### src/rtl/core/tgm_pkg.sv
// types and constants of the touch gesture to mouse block
package tgm_pkg;

    localparam int COORD_BITS = 12;
    localparam int Q_DEPTH    = 4;
    localparam int Q_AW       = 2;
    localparam int DIV_STEPS  = 13;

    localparam logic [31:0] MOVE_GAP_US = 32'd4000;

    typedef logic [COORD_BITS-1:0] t_coord;

    typedef enum logic [1:0] {
        EV_MOVE    = 2'd0,
        EV_PRESS   = 2'd1,
        EV_RELEASE = 2'd2,
        EV_SCROLL  = 2'd3
    } t_kind;

    typedef enum logic [2:0] {
        CFG_INVERT      = 3'd0,
        CFG_TAP_MOVE    = 3'd1,
        CFG_TAP_MAX     = 3'd2,
        CFG_DTAP_GAP    = 3'd3,
        CFG_DRAG_HOLD   = 3'd4,
        CFG_NOTCH       = 3'd5,
        CFG_LHOLD_GAP   = 3'd6,
        CFG_LHOLD_RAD   = 3'd7
    } t_cfg_idx;

    typedef struct packed {
        logic [1:0]  touch_count;
        logic [11:0] first_x;
        logic [11:0] first_y;
        logic [11:0] second_x;
        logic [11:0] second_y;
        logic [31:0] time_ms;
        logic [31:0] time_us;
    } t_sample;

    typedef struct packed {
        t_kind              kind;
        logic signed [12:0] move_x;
        logic signed [12:0] move_y;
        logic signed [13:0] scroll_v;
        logic signed [13:0] scroll_h;
        logic               last;
    } t_evt;

    typedef struct packed {
        logic full;
        logic empty;
    } t_q_stat;

endpackage

### src/rtl/core/touch_gesture_to_mouse.sv
// touch panel gesture recognizer: touch samples in, mouse event words out
//
// input stream s_axis: one word per touch sample (finger count, two points,
// ms and us timestamps); s_axis_tready is high only while the front end is
// waiting for a sample.
// output stream m_axis: 0 to 3 event words per sample; tuser is the event kind,
// tlast marks the final event of a sample.
// config port: i_cfg_we writes i_cfg_data into register i_cfg_idx at the clock
// edge; write only while no sample is in flight.
// throughput: after a sample is taken in S_IDLE and evaluated in S_EVAL, the
// front end pushes one event per cycle in S_EMIT while the queue is not full;
// a scroll sample first runs the 13-step shift-subtract notch divider in S_DIV.
// event path: each event word is written into the queue and then loaded into
// the output register before it appears on m_axis.
// a 4-entry event queue sits between front and back, so a stalled receiver
// only stops the front end once the queue is full; a stalled output word holds.
// reset (synchronous, active low) clears all gesture state, empties the queue
// and loads the default configuration.
module touch_gesture_to_mouse (
    input  logic         i_clk,
    input  logic         i_rst_n,
    input  logic         s_axis_tvalid,
    output logic         s_axis_tready,
    // touch_count[1:0], first_x[13:2], first_y[25:14], second_x[37:26],
    // second_y[49:38], time_ms[81:50], time_us[113:82], zero fill
    input  logic [119:0] s_axis_tdata,
    output logic         m_axis_tvalid,
    input  logic         m_axis_tready,
    // move_x[12:0], move_y[25:13], scroll_v[39:26], scroll_h[53:40], zero fill
    output logic [55:0]  m_axis_tdata,
    // event_kind[1:0]
    output logic [1:0]   m_axis_tuser,
    output logic         m_axis_tlast,
    input  logic         i_cfg_we,
    input  logic [2:0]   i_cfg_idx,
    input  logic [15:0]  i_cfg_data
);
    import tgm_pkg::*;

    t_sample sample;
    t_evt    f_evt, q_evt, o_evt;
    t_q_stat qstat;
    logic    push, pop;

    assign sample.touch_count = s_axis_tdata[1:0];
    assign sample.first_x     = s_axis_tdata[13:2];
    assign sample.first_y     = s_axis_tdata[25:14];
    assign sample.second_x    = s_axis_tdata[37:26];
    assign sample.second_y    = s_axis_tdata[49:38];
    assign sample.time_ms     = s_axis_tdata[81:50];
    assign sample.time_us     = s_axis_tdata[113:82];

    tgm_front u_front (
        .i_clk      (i_clk),
        .i_rst_n    (i_rst_n),
        .i_valid    (s_axis_tvalid),
        .o_ready    (s_axis_tready),
        .i_sample   (sample),
        .i_cfg_we   (i_cfg_we),
        .i_cfg_idx  (i_cfg_idx),
        .i_cfg_data (i_cfg_data),
        .o_push     (push),
        .o_evt      (f_evt),
        .i_qstat    (qstat)
    );

    tgm_queue u_queue (
        .i_clk   (i_clk),
        .i_rst_n (i_rst_n),
        .i_push  (push),
        .i_evt   (f_evt),
        .i_pop   (pop),
        .o_evt   (q_evt),
        .o_stat  (qstat)
    );

    tgm_back u_back (
        .i_clk   (i_clk),
        .i_rst_n (i_rst_n),
        .i_evt   (q_evt),
        .i_qstat (qstat),
        .o_pop   (pop),
        .o_valid (m_axis_tvalid),
        .i_ready (m_axis_tready),
        .o_evt   (o_evt)
    );

    assign m_axis_tdata = {2'b00, o_evt.scroll_h, o_evt.scroll_v,
                           o_evt.move_y, o_evt.move_x};
    assign m_axis_tuser = o_evt.kind;
    assign m_axis_tlast = o_evt.last;

endmodule

### src/rtl/core/tgm_front.sv
// front end: takes samples, runs the gesture state and builds event words
module tgm_front (
    input  logic            i_clk,
    input  logic            i_rst_n,
    input  logic            i_valid,
    output logic            o_ready,
    input  tgm_pkg::t_sample i_sample,
    input  logic            i_cfg_we,
    input  logic [2:0]      i_cfg_idx,
    input  logic [15:0]     i_cfg_data,
    output logic            o_push,
    output tgm_pkg::t_evt   o_evt,
    input  tgm_pkg::t_q_stat i_qstat
);
    import tgm_pkg::*;

    typedef enum logic [3:0] {
        S_IDLE = 4'b0001,
        S_EVAL = 4'b0010,
        S_DIV  = 4'b0100,
        S_EMIT = 4'b1000
    } t_state;

    // configuration
    logic [3:0]  r_inv;
    logic [7:0]  r_tap_move;
    logic [15:0] r_tap_max, r_dtap_gap, r_drag_hold, r_lhold_gap;
    logic [7:0]  r_notch, r_lhold_rad;

    t_state r_state, n_state;
    t_sample r_in;

    logic r_fd, n_fd, r_drag, n_drag, r_ca, n_ca, r_stf, n_stf;
    t_coord r_lsx, n_lsx, r_lsy, n_lsy, r_px, n_px, r_py, n_py;
    logic [31:0] r_ptime, n_ptime, r_sptime, n_sptime, r_lift, n_lift;
    logic r_primed, n_primed;
    logic [31:0] r_deadline, n_deadline;
    t_coord r_prx, n_prx, r_pry, n_pry;
    logic r_sact, n_sact;
    t_coord r_midx, n_midx, r_midy, n_midy;
    logic signed [13:0] r_acc_v, n_acc_v, r_acc_h, n_acc_h;
    logic [31:0] r_lmt, n_lmt;

    // divider
    logic [12:0] r_num_v, n_num_v, r_num_h, n_num_h;
    logic [12:0] r_q_v, n_q_v, r_q_h, n_q_h;
    logic [7:0]  r_rem_v, n_rem_v, r_rem_h, n_rem_h;
    logic        r_neg_v, n_neg_v, r_neg_h, n_neg_h;
    logic [3:0]  r_step, n_step;

    t_evt       r_ev [3];
    t_evt       n_ev [3];
    logic [1:0] r_ev_n, n_ev_n, r_ev_i, n_ev_i;

    t_coord x1, y1, x2, y2;
    logic [7:0] per;

    function automatic t_coord absd(input t_coord a, input t_coord b);
        return (a >= b) ? t_coord'(a - b) : t_coord'(b - a);
    endfunction

    function automatic t_evt ev_btn(input t_kind k);
        t_evt e;
        e      = '0;
        e.kind = k;
        return e;
    endfunction

    function automatic t_evt ev_move(input logic signed [12:0] dx,
                                     input logic signed [12:0] dy,
                                     input logic [3:0] inv);
        t_evt e;
        e        = '0;
        e.kind   = EV_MOVE;
        e.move_x = inv[0] ? -dx : dx;
        e.move_y = inv[1] ? -dy : dy;
        return e;
    endfunction

    // one restoring division step: {quotient bit, new remainder}
    function automatic logic [8:0] dstep(input logic [7:0] rem, input logic b,
                                         input logic [7:0] d);
        logic [8:0] t;
        logic [8:0] s;
        t = {rem, b};
        s = t - {1'b0, d};
        return (t >= {1'b0, d}) ? {1'b1, s[7:0]} : {1'b0, t[7:0]};
    endfunction

    assign x1  = r_in.first_x[COORD_BITS-1:0];
    assign y1  = r_in.first_y[COORD_BITS-1:0];
    assign x2  = r_in.second_x[COORD_BITS-1:0];
    assign y2  = r_in.second_y[COORD_BITS-1:0];
    assign per = (r_notch == 8'd0) ? 8'd1 : r_notch;

    assign o_ready = (r_state == S_IDLE);
    assign o_push  = (r_state == S_EMIT) && !i_qstat.full;
    always_comb begin
        o_evt      = r_ev[r_ev_i];
        o_evt.last = (r_ev_i == 2'(r_ev_n - 2'd1));
    end

    always_ff @(posedge i_clk) begin
        if (!i_rst_n) begin
            r_inv       <= 4'd0;
            r_tap_move  <= 8'd10;
            r_tap_max   <= 16'd180;
            r_dtap_gap  <= 16'd250;
            r_drag_hold <= 16'd200;
            r_notch     <= 8'd24;
            r_lhold_gap <= 16'd400;
            r_lhold_rad <= 8'd14;
        end else if (i_cfg_we) begin
            unique case (t_cfg_idx'(i_cfg_idx))
                CFG_INVERT:    r_inv       <= i_cfg_data[3:0];
                CFG_TAP_MOVE:  r_tap_move  <= i_cfg_data[7:0];
                CFG_TAP_MAX:   r_tap_max   <= i_cfg_data;
                CFG_DTAP_GAP:  r_dtap_gap  <= i_cfg_data;
                CFG_DRAG_HOLD: r_drag_hold <= i_cfg_data;
                CFG_NOTCH:     r_notch     <= i_cfg_data[7:0];
                CFG_LHOLD_GAP: r_lhold_gap <= i_cfg_data;
                CFG_LHOLD_RAD: r_lhold_rad <= i_cfg_data[7:0];
                default: ;
            endcase
        end
    end

    always_comb begin
        logic signed [12:0] dx, dy;
        logic [12:0] sx, sy;
        t_coord ax, ay;
        logic [1:0] k;
        logic [8:0] sv, sh;
        logic signed [13:0] qv, qh;
        logic signed [12:0] dmx, dmy;
        logic [12:0] mag_v, mag_h;
        n_state = r_state;
        n_fd = r_fd; n_drag = r_drag; n_ca = r_ca; n_stf = r_stf;
        n_lsx = r_lsx; n_lsy = r_lsy; n_px = r_px; n_py = r_py;
        n_ptime = r_ptime; n_sptime = r_sptime; n_lift = r_lift;
        n_primed = r_primed; n_deadline = r_deadline; n_prx = r_prx; n_pry = r_pry;
        n_sact = r_sact; n_midx = r_midx; n_midy = r_midy;
        n_acc_v = r_acc_v; n_acc_h = r_acc_h; n_lmt = r_lmt;
        n_num_v = r_num_v; n_num_h = r_num_h; n_q_v = r_q_v; n_q_h = r_q_h;
        n_rem_v = r_rem_v; n_rem_h = r_rem_h; n_neg_v = r_neg_v; n_neg_h = r_neg_h;
        n_step = r_step;
        n_ev = r_ev; n_ev_n = r_ev_n; n_ev_i = r_ev_i;
        k = 2'd0;
        sx = {1'b0, x1} + {1'b0, x2};
        sy = {1'b0, y1} + {1'b0, y2};
        ax = sx[12:1];
        ay = sy[12:1];
        dmx = $signed({1'b0, ay}) - $signed({1'b0, r_midy});
        dmy = $signed({1'b0, ax}) - $signed({1'b0, r_midx});
        dx = $signed({1'b0, x1}) - $signed({1'b0, r_lsx});
        dy = $signed({1'b0, y1}) - $signed({1'b0, r_lsy});
        sv = dstep(r_rem_v, r_num_v[12], per);
        sh = dstep(r_rem_h, r_num_h[12], per);
        qv = r_neg_v ? -$signed({1'b0, r_q_v}) : $signed({1'b0, r_q_v});
        qh = r_neg_h ? -$signed({1'b0, r_q_h}) : $signed({1'b0, r_q_h});
        mag_v = '0;
        mag_h = '0;

        unique case (r_state)
            S_IDLE: begin
                if (i_valid) begin
                    n_state = S_EVAL;
                end
            end
            S_EVAL: begin
                n_ev_i = 2'd0;
                if (r_in.touch_count >= 2'd2) begin
                    n_midx = ax;
                    n_midy = ay;
                    if (!r_sact) begin
                        n_sact  = 1'b1;
                        n_acc_v = '0;
                        n_acc_h = '0;
                        n_state = S_IDLE;
                    end else begin
                        n_acc_v = r_acc_v + {dmx[12], dmx};
                        n_acc_h = r_acc_h + {dmy[12], dmy};
                        mag_v   = n_acc_v[13] ? 13'(-n_acc_v) : n_acc_v[12:0];
                        mag_h   = n_acc_h[13] ? 13'(-n_acc_h) : n_acc_h[12:0];
                        n_neg_v = n_acc_v[13];
                        n_neg_h = n_acc_h[13];
                        n_num_v = mag_v;
                        n_num_h = mag_h;
                        n_rem_v = '0;
                        n_rem_h = '0;
                        n_q_v   = '0;
                        n_q_h   = '0;
                        n_step  = '0;
                        n_state = S_DIV;
                    end
                end else begin
                    if (r_sact) begin
                        n_sact  = 1'b0;
                        n_acc_v = '0;
                        n_acc_h = '0;
                    end
                    if (r_in.touch_count == 2'd1 && !r_fd) begin
                        n_fd = 1'b1;
                        n_px = x1; n_lsx = x1;
                        n_py = y1; n_lsy = y1;
                        n_ptime = r_in.time_ms;
                        n_ca = 1'b1;
                        if ((r_in.time_ms - r_lift) <= {16'd0, r_dtap_gap}) begin
                            n_stf    = 1'b1;
                            n_sptime = r_in.time_ms;
                        end else begin
                            n_stf = 1'b0;
                        end
                        if (r_primed && r_in.time_ms <= r_deadline &&
                            absd(x1, r_prx) <= t_coord'(r_lhold_rad) &&
                            absd(y1, r_pry) <= t_coord'(r_lhold_rad)) begin
                            n_stf    = 1'b1;
                            n_sptime = r_in.time_ms;
                        end
                        n_primed = 1'b0;
                    end else if (r_in.touch_count == 2'd1) begin
                        if (r_ca && (absd(x1, r_px) > t_coord'(r_tap_move) ||
                                     absd(y1, r_py) > t_coord'(r_tap_move))) begin
                            n_ca = 1'b0;
                        end
                        if (r_stf && !r_drag &&
                            (r_in.time_ms - r_sptime) >= {16'd0, r_drag_hold}) begin
                            n_drag = 1'b1;
                            n_ca   = 1'b0;
                            n_ev[k] = ev_btn(EV_PRESS);
                            k = k + 2'd1;
                        end
                        if ((r_in.time_us - r_lmt) > MOVE_GAP_US &&
                            (dx != 13'sd0 || dy != 13'sd0)) begin
                            n_ev[k] = ev_move(dx, dy, r_inv);
                            k = k + 2'd1;
                            n_lmt = r_in.time_us;
                            n_lsx = x1;
                            n_lsy = y1;
                        end
                    end else if (r_fd) begin
                        n_fd = 1'b0;
                        if (r_drag) begin
                            n_ev[k] = ev_btn(EV_RELEASE);
                            k = k + 2'd1;
                            n_drag = 1'b0;
                            n_ca   = 1'b0;
                            n_stf  = 1'b0;
                            n_lift = r_in.time_ms;
                        end else begin
                            if (dx != 13'sd0 || dy != 13'sd0) begin
                                n_ev[k] = ev_move(dx, dy, r_inv);
                                k = k + 2'd1;
                                n_lsx = x1;
                                n_lsy = y1;
                            end
                            if (r_ca && (r_in.time_ms - r_ptime) <= {16'd0, r_tap_max}) begin
                                n_ev[k] = ev_btn(EV_PRESS);
                                k = k + 2'd1;
                                n_ev[k] = ev_btn(EV_RELEASE);
                                k = k + 2'd1;
                            end
                            n_primed   = 1'b1;
                            n_deadline = r_in.time_ms + {16'd0, r_lhold_gap};
                            n_prx      = n_lsx;
                            n_pry      = n_lsy;
                            n_ca       = 1'b0;
                            n_stf      = 1'b0;
                            n_lift     = r_in.time_ms;
                        end
                    end
                    n_ev_n  = k;
                    n_state = (k == 2'd0) ? S_IDLE : S_EMIT;
                end
            end
            S_DIV: begin
                if (r_step != 4'(DIV_STEPS)) begin
                    n_rem_v = sv[7:0];
                    n_rem_h = sh[7:0];
                    n_q_v   = {r_q_v[11:0], sv[8]};
                    n_q_h   = {r_q_h[11:0], sh[8]};
                    n_num_v = {r_num_v[11:0], 1'b0};
                    n_num_h = {r_num_h[11:0], 1'b0};
                    n_step  = r_step + 4'd1;
                end else begin
                    // remainder keeps the sign of the accumulator
                    n_acc_v = r_neg_v ? -$signed({6'd0, r_rem_v}) : $signed({6'd0, r_rem_v});
                    n_acc_h = r_neg_h ? -$signed({6'd0, r_rem_h}) : $signed({6'd0, r_rem_h});
                    if (r_q_v != 13'd0 || r_q_h != 13'd0) begin
                        n_ev[0]          = ev_btn(EV_SCROLL);
                        n_ev[0].scroll_v = r_inv[2] ? -qv : qv;
                        n_ev[0].scroll_h = r_inv[3] ? -qh : qh;
                        n_ev_n  = 2'd1;
                        n_state = S_EMIT;
                    end else begin
                        n_state = S_IDLE;
                    end
                end
            end
            S_EMIT: begin
                if (!i_qstat.full) begin
                    if (r_ev_i == 2'(r_ev_n - 2'd1)) begin
                        n_state = S_IDLE;
                    end else begin
                        n_ev_i = r_ev_i + 2'd1;
                    end
                end
            end
            default: n_state = S_IDLE;
        endcase
    end

    always_ff @(posedge i_clk) begin
        if (!i_rst_n) begin
            r_state <= S_IDLE;
            r_fd <= 1'b0; r_drag <= 1'b0; r_ca <= 1'b0; r_stf <= 1'b0;
            r_lsx <= '0; r_lsy <= '0; r_px <= '0; r_py <= '0;
            r_ptime <= '0; r_sptime <= '0; r_lift <= '0;
            r_primed <= 1'b0; r_deadline <= '0; r_prx <= '0; r_pry <= '0;
            r_sact <= 1'b0; r_midx <= '0; r_midy <= '0;
            r_acc_v <= '0; r_acc_h <= '0; r_lmt <= '0;
            r_ev_n <= '0; r_ev_i <= '0; r_step <= '0;
        end else begin
            r_state <= n_state;
            r_fd <= n_fd; r_drag <= n_drag; r_ca <= n_ca; r_stf <= n_stf;
            r_lsx <= n_lsx; r_lsy <= n_lsy; r_px <= n_px; r_py <= n_py;
            r_ptime <= n_ptime; r_sptime <= n_sptime; r_lift <= n_lift;
            r_primed <= n_primed; r_deadline <= n_deadline; r_prx <= n_prx; r_pry <= n_pry;
            r_sact <= n_sact; r_midx <= n_midx; r_midy <= n_midy;
            r_acc_v <= n_acc_v; r_acc_h <= n_acc_h; r_lmt <= n_lmt;
            r_ev_n <= n_ev_n; r_ev_i <= n_ev_i; r_step <= n_step;
        end
    end

    always_ff @(posedge i_clk) begin
        if (r_state == S_IDLE && i_valid) begin
            r_in <= i_sample;
        end
        r_num_v <= n_num_v; r_num_h <= n_num_h;
        r_q_v <= n_q_v; r_q_h <= n_q_h;
        r_rem_v <= n_rem_v; r_rem_h <= n_rem_h;
        r_neg_v <= n_neg_v; r_neg_h <= n_neg_h;
        r_ev <= n_ev;
    end

endmodule

### src/rtl/core/tgm_queue.sv
// short event queue between the front and back ends
module tgm_queue (
    input  logic             i_clk,
    input  logic             i_rst_n,
    input  logic             i_push,
    input  tgm_pkg::t_evt    i_evt,
    input  logic             i_pop,
    output tgm_pkg::t_evt    o_evt,
    output tgm_pkg::t_q_stat o_stat
);
    import tgm_pkg::*;

    t_evt r_mem [Q_DEPTH];
    logic [Q_AW-1:0] r_wp, r_rp;
    logic [Q_AW:0]   r_cnt;

    assign o_stat.full  = (r_cnt == (Q_AW+1)'(Q_DEPTH));
    assign o_stat.empty = (r_cnt == '0);
    assign o_evt        = r_mem[r_rp];

    always_ff @(posedge i_clk) begin
        if (!i_rst_n) begin
            r_wp  <= '0;
            r_rp  <= '0;
            r_cnt <= '0;
        end else begin
            if (i_push) begin
                r_wp <= r_wp + 1'b1;
            end
            if (i_pop) begin
                r_rp <= r_rp + 1'b1;
            end
            if (i_push && !i_pop) begin
                r_cnt <= r_cnt + 1'b1;
            end else if (i_pop && !i_push) begin
                r_cnt <= r_cnt - 1'b1;
            end
        end
    end

    always_ff @(posedge i_clk) begin
        if (i_push) begin
            r_mem[r_wp] <= i_evt;
        end
    end

endmodule

### src/rtl/core/tgm_back.sv
// back end: output register that hands event words to the receiver
module tgm_back (
    input  logic             i_clk,
    input  logic             i_rst_n,
    input  tgm_pkg::t_evt    i_evt,
    input  tgm_pkg::t_q_stat i_qstat,
    output logic             o_pop,
    output logic             o_valid,
    input  logic             i_ready,
    output tgm_pkg::t_evt    o_evt
);
    import tgm_pkg::*;

    logic r_valid;
    t_evt r_evt;

    assign o_pop   = !i_qstat.empty && (!r_valid || i_ready);
    assign o_valid = r_valid;
    assign o_evt   = r_evt;

    always_ff @(posedge i_clk) begin
        if (!i_rst_n) begin
            r_valid <= 1'b0;
        end else if (o_pop) begin
            r_valid <= 1'b1;
        end else if (i_ready) begin
            r_valid <= 1'b0;
        end
    end

    always_ff @(posedge i_clk) begin
        if (o_pop) begin
            r_evt <= i_evt;
        end
    end

endmodule

### config.mk
export PLATFORM = sky130hd
export DESIGN_NAME = touch_gesture_to_mouse
export DESIGN_NICKNAME = d
export VERILOG_FILES = /design/src/rtl/core/tgm_pkg.sv /design/src/rtl/core/touch_gesture_to_mouse.sv /design/src/rtl/core/tgm_front.sv /design/src/rtl/core/tgm_queue.sv /design/src/rtl/core/tgm_back.sv
export SDC_FILE = /design/constraint.sdc
export NUM_CORES = 2
export LEC_CHECK = 0
export BUFFER_PORTS_ARGS = -buffer_cell sky130_fd_sc_hd__clkbuf_2
export CAP_MARGIN = 0
export CORE_ASPECT_RATIO = 1.2
export CORE_MARGIN = 2
export CORE_UTILIZATION = 50
export DETAILED_ROUTE_END_ITERATION = 10
export PLACE_DENSITY = 0.69
export SYNTH_ARGS = -nofsm -noshare
export SYNTH_HDL_FRONTEND = slang
export SYNTH_SLANG_ARGS = --single-unit
### constraint.sdc
create_clock -name i_clk -period 13.44 [get_ports i_clk]
set_clock_uncertainty 0.05 [all_clocks]
set_input_delay 0.672 -clock i_clk [delete_from_list [all_inputs] [get_ports i_clk]]
set_output_delay 0.672 -clock i_clk [all_outputs]
set_load 0.02 [all_outputs]
# Yosys cells after proc, flatten, opt, wreduce, memory -nomap -nowiden
# Memory sizes are Yosys's and may differ from the RTL's. A register that Yosys moved wholly into a read port is not among the register bits.
# Cells that the tools add are included.
# word_totals
memories,1
out_inout_bits,61
mem_bits_rw,228
register_bits,757
# op_classes
eq_ne,36
magnitude_cmp,23
muxes,157
n_bitwise,14
addsub,43
reduce_logical,73
# mem_list
memory,depth,width,rd,rd_clocked_by_memory_dff,write_ports,line,rtl
u_queue.r_mem,4,57,1,1,1,tgm_queue.sv:13,t_evt r_mem [Q_DEPTH];
# op_table
op,n
57-bit two-way mux,20
171-bit two-way mux,6
57-bit demux with 2-bit select,3
168-bit bitwise AND,2
168-bit inverter,2
12-bit two-way mux,16
13-bit two-way mux,14
14-bit two-way mux,13
171-bit bitwise mux,1
32-bit subtractor,4
57-bit binary-select mux with 2-bit select,1
114-bit two-way mux,1
57-bit case mux with 2 select lines,1
13-bit case mux with 2 select lines,4
12-bit subtractor,8
32-bit by 16-bit less-or-equal comparator with 1-bit output,2
32-bit two-way mux,2
14-bit case mux with 2 select lines,2
13-bit negation,4
13-bit nonzero test,4
12-bit by 12-bit subtractor with 13-bit output,4
12-bit greater-or-equal comparator,4
2-bit two-way mux,23
4-bit two-way mux,10
other kinds (62),195

# Logic depth before layout (Yosys ltp)
# depth
word_depth,25
mapped_depth,28

# Hierarchy
# A second synthesis with hierarchy kept.
# hier_totals
hier_cells,6456
hier_area_um2,62492.4
# modules_own_cells
mod,area_per_inst_um2,n_inst,cells_each,seq_area_each_um2
tgm_front,52054.9,1,6052,18457.7
tgm_queue,8663.3,1,340,7026.7
tgm_back,1755.4,1,61,1731.7
touch_gesture_to_mouse,18.8,1,3,0.0

# Least setup slack after synthesis
# Ideal clock, no wire load.
# synth_path
path_type,register to register
startpoint,reg u_front.r_in[32] (netlist name)
endpoint,reg u_front.r_ev[100] (netlist name) (enable)
stages_incl_launch_ff,25
arrival_time_ps,12744
setup_ps,762
slack_ps,-116
period_less_slack_ps,13556
cell_sequence,edfxtp_1 -> inv_1 -> ha_1 -> fa_1 -> and2b_4 -> nor3_1 -> o21ai_1 -> a21o_1 -> a21oi_1 -> o21ai_0 -> a21o_1 -> a21oi_1 -> xnor2_1 -> ha_1 -> a21o_1 -> a21o_1 -> a21oi_1 -> a22oi_1 -> a21oi_1 -> nand4_1 -> nor4bb_1 -> or4b_1 -> or3_1 -> buf_2 -> a221oi_1
# synth_via
elab_chain_len,5
# synth_lines
element,line,rtl
"start, declared",tgm_front.sv:31,t_sample r_in;
"start signal, assigned",tgm_front.sv:337,r_in <= i_sample;
32-bit subtractor,tgm_front.sv:257,"if (r_ca && (r_in.time_ms - r_ptime) <= {16'd0, r_tap_max}) begin"
32-bit by 16-bit less-or-equal comparator with 1-bit output,tgm_front.sv:257,
1-bit logical AND,tgm_front.sv:257,
2-bit nonzero test (no source line),n/a,
7-bit AND reduction (no source line),n/a,
"end signal, assigned",tgm_front.sv:343,r_ev <= n_ev;
"end, declared",tgm_front.sv:51,t_evt r_ev [3];
# Every way passes these cells.
# A chain may end at the register's enable or synchronous reset.

# Worst setup path in the final report
# layout_path
startpoint,reg u_front.r_in[32] (netlist name)
endpoint,reg u_front.r_ev[78] (netlist name) (enable)
# The elaborated chain is that of the path after synthesis.

==> reports/summary.txt <==
PLACE
---------------------------------------------------------------------------
HPWL after DPL                                                    109000 um
Routability-driven placement congestion ratio                         0.918
DP Cell Count                                                          7886
Port Buffer Count                                                       196
Placed instance area                                              63500 um2

ROUTE
---------------------------------------------------------------------------
Number of detailed-route iterations in the first pass                     5
Overall routed net length                                         151000 um
Residual antenna-violating net count after detailed routing               0
Routed len/inst                                                     18.7 um
Via-to-Cell Ratio                                                      5.67
Post-detailed-route DRC marker count                                      0
Initial detailed-routing violation count                               2857
Routed vias                                                           45907

TIMING
---------------------------------------------------------------------------
Final setup fails                                                         0
Unrepaired setup endpoints after global routing                       false
Final hold violations                                                     0
Worst slew margin                                                     0.103
Achievable frequency                                              0.130 GHz
Post-layout minimum cycle time                                      7.67 ns
Worst-Margin Slew                                                   1.33 ns
Final-layout setup total negative slack                                0 ns
Final period utilization                                              0.571
Pins Over Slew Limit                                                      0

FLOORPLANNING
---------------------------------------------------------------------------
Initial standard-cell utilization of the core                         0.504
Core Region                                                      121000 um2
Chip Width                                                           323 um
Die height                                                           387 um
Area enclosed by the die boundary                                125000 um2
Total I/O pin count                                                     205
Std-Cell Rows                                                           140

SYNTHESIS
---------------------------------------------------------------------------
EDFF count, synth                                                       637
Number of synthesized register bits                                    1039
Fraction of the yosys area taken by sequential cells                  0.445
Number of instances in the synthesized netlist                         6250
Number of library cell types mapped by synthesis                        110
Asr flop ratio synth                                                      0
Primary flip-flop cell chosen by synthesis mapping                 edfxtp_1
Post-Synthesis Cell Area                                          61100 um2
Mean cell area of the mapped netlist                               9.78 um2
Syn. warnings                                                             0

SETUP PATH
---------------------------------------------------------------------------
Worst setup SP type                                               flip-flop
First element of the critical path                             u_front.r_in[32]
Buffers plus inverters on the worst setup path                            3
Critical path endpoint category                                   flip-flop
Top fanout value on the critical path                                    67
Data required time at the worst endpoint                           13.72 ns
Data arrival time of the worst path                                 7.95 ns
Slowest stage cell on the critical path                               buf_4
Crit Reg-Reg Startpoint                                        u_front.r_in[32]
Critical path's top delay family                               compound AO/OA/AOI/OAI gates
Highest cell delay on the worst timing path                         0.79 ns
Class of the most critical setup path                               reg2reg

POWER AND IR DROP
---------------------------------------------------------------------------
Pwr per Cell Area                                                140 nW/um2
Largest vdd supply drop                                              118 uV
Static leakage power                                                24.2 nW

CELLS AND AREA
---------------------------------------------------------------------------
Net total in the final layout                                          7007
Diodes inserted                                                           0
Final instance area                                               67200 um2
Non-filler instance count after layout                                 8093
Layout cells sized above 1                                           0.0916
End-of-flow core utilization                                          0.554
P&R area growth vs syn                                                9.96%

CLOCK NETWORK
---------------------------------------------------------------------------
CTS Buffer Depth                                                          3
CTS Hold Bufs                                                             0
CTS root buf                                                      clkbuf_16
Worst-Skew Late Latency                                             0.73 ns
Clock transition at the registers of the reported paths             0.06 ns
Gates resized, CTS repair                                                 0
Number of buffers created by CTS                                        109
H-tree levels                                                             3
Clock tree from TritonCTS                                             built
CTS sink cnt                                                           1039
Setup fix buffers added after clock tree synthesis                        0

GLOBAL ROUTE
---------------------------------------------------------------------------
Maximum number of pins on one net before global-route repair            137
First-pass GRT wire length                                        239000 um
Number of global-route vias before repair                             44895
Grt total ovfl                                                            0
Total routing usage reported by global routing                        0.239
Initial antenna violation count                                           2

HOLD PATH
---------------------------------------------------------------------------
Beginning of the worst hold path                               s_axis_tdata[58]
Path class of the lowest-slack min-delay path                        in2reg

STATUS
---------------------------------------------------------------------------
Run status                                                     complete, no violations

RUN
---------------------------------------------------------------------------
Max cap viols                                                             0

[worst paths after layout]
path	to	slack, ns	cells past startpoint
hold / removal	u_front.r_in[40]	0.07	1
setup reg to reg	u_front.r_ev[78]	5.77	25
setup / recovery	u_front.r_ev[78]	5.77	25
hold reg to reg	u_front.r_deadline[13]	0.40	2
[cell usage after synthesis, types with 22 or more instances]
cell	instances	area, um2
nor2_1	469	1760
a21boi_0	22	165
a21oi_1	540	2700
nand2_1	720	2700
a211oi_1	79	593
and2_1	126	788
inv_1	474	1780
dfxtp_1	402	8050
edfxtp_1	637	19100
mux4_2	57	1280
nor2b_1	59	369
nand3_1	119	596
o21bai_1	37	278
o21a_1	43	323
a31oi_1	31	194
a22o_1	38	333
mux2i_1	179	1790
and3_1	32	200
nand2b_1	62	388
xnor2_1	190	1660
or3_1	38	238
fa_1	24	480
nand4_1	44	275
a21o_1	129	968
o31ai_1	54	405
nor3_1	95	475
ha_1	475	5940
o21ai_0	308	1540
xor2_1	124	1090
o211ai_1	56	420
clkbuf_1	178	668
[final cells by class]
| cell class | instances | area [um2] |
|---|---|---|
| clock buffers | 148 | 3010 |
| clock inverters | 59 | 708 |
| fillers | 10737 | 54200 |
| inverters | 478 | 1800 |
| multi-input cells | 4486 | 31100 |
| flip-flops and latches | 1039 | 27200 |
| well taps | 1633 | 2040 |
| repair buffers | 250 | 1390 |
[power by group]
group | internal, mW | total (mW) | switching, mW
combinational | 1.01 | 2.47 | 1.46
sequential | 3.63 | 3.79 | 0.153
clock | 1.80 | 3.12 | 1.32
total | 6.44 | 9.38 | 2.94
[logic make-up (layout without fill, tap and decap cells)]
logic type / after synthesis / in the layout / share of synthesized area
AND/OR/NAND/NOR: 1885 / 1885 / 0.143
AO/OA/AOI/OAI: 1539 / 1539 / 0.161
flip-flops: 1039 / 1039 / 0.445
buffers and inverters: 726 / 935 / 0.0493
adder cells (fa/ha/maj): 499 / 499 / 0.105
XOR/XNOR: 314 / 314 / 0.0450
multiplexers: 247 / 247 / 0.0523
other: 1 / 2 / 0.0000613
[stage by stage]
stage | hold slack [ns] | setup slack (ns) | power (mW)
floorplan | 0.382 | 3.76 | 5.70
finish | 0.0650 | 5.77 | 9.38
global placement | 0.389 | 5.91 | 6.27
CTS | 0.0161 | 5.85 | 9.46
detailed placement | 0.394 | 5.86 | 6.33
global route | 0.0415 | 5.27 | 9.89
[cell usage in the layout, fill, tap and decap left out, drive strengths merged, types with 15 or more instances in the layout]
cell type / n
xnor2: 190
fa: 24
o21a: 43
nand2b: 63
or3: 39
or2: 17
buf: 55
o21bai: 37
o41ai: 15
mux2i: 179
and2: 126
mux4: 57
inv: 483
nand3: 119
nor3: 96
a22o: 38
ha: 475
and3: 35
clkinv: 34
a21boi: 22
o221ai: 17
dfxtp: 402
clkbuf: 343
o2bb2ai: 17
nand4: 44
o211ai: 56
o21ai: 313
o31ai: 55
a211oi: 82
edfxtp: 637
nor4: 20
nand2: 721
nor2: 470
a31oi: 31
nand3b: 19
xor2: 124
a21oi: 542
nor2b: 59
a21o: 132
[registers in the layout, indices dropped and copies added (netlist names), 14 cells and up]
| name | count |
|---|---|
| u_queue.r_mem | 228 |
| u_front.r_sptime | 32 |
| u_front.r_lmt | 32 |
| u_front.r_ptime | 32 |
| u_front.r_acc_h | 14 |
| u_front.r_deadline | 32 |
| u_back.o_evt | 57 |
| u_front.r_lift | 32 |
| u_front.r_acc_v | 14 |
| u_front.r_drag_hold | 16 |
| u_front.r_dtap_gap | 16 |
| u_front.r_in | 66 |
| u_front.r_ev | 168 |
| u_front.r_tap_max | 16 |
| u_front.r_lhold_gap | 16 |
[per-layer routing]
metal,track usage,share of wire
met3,0.0343,0.055
met2,0.417,0.49
met4,0.0906,0.036
met1,0.296,0.42
met5,0,0.00015
(Power assumes the default switching activity.)
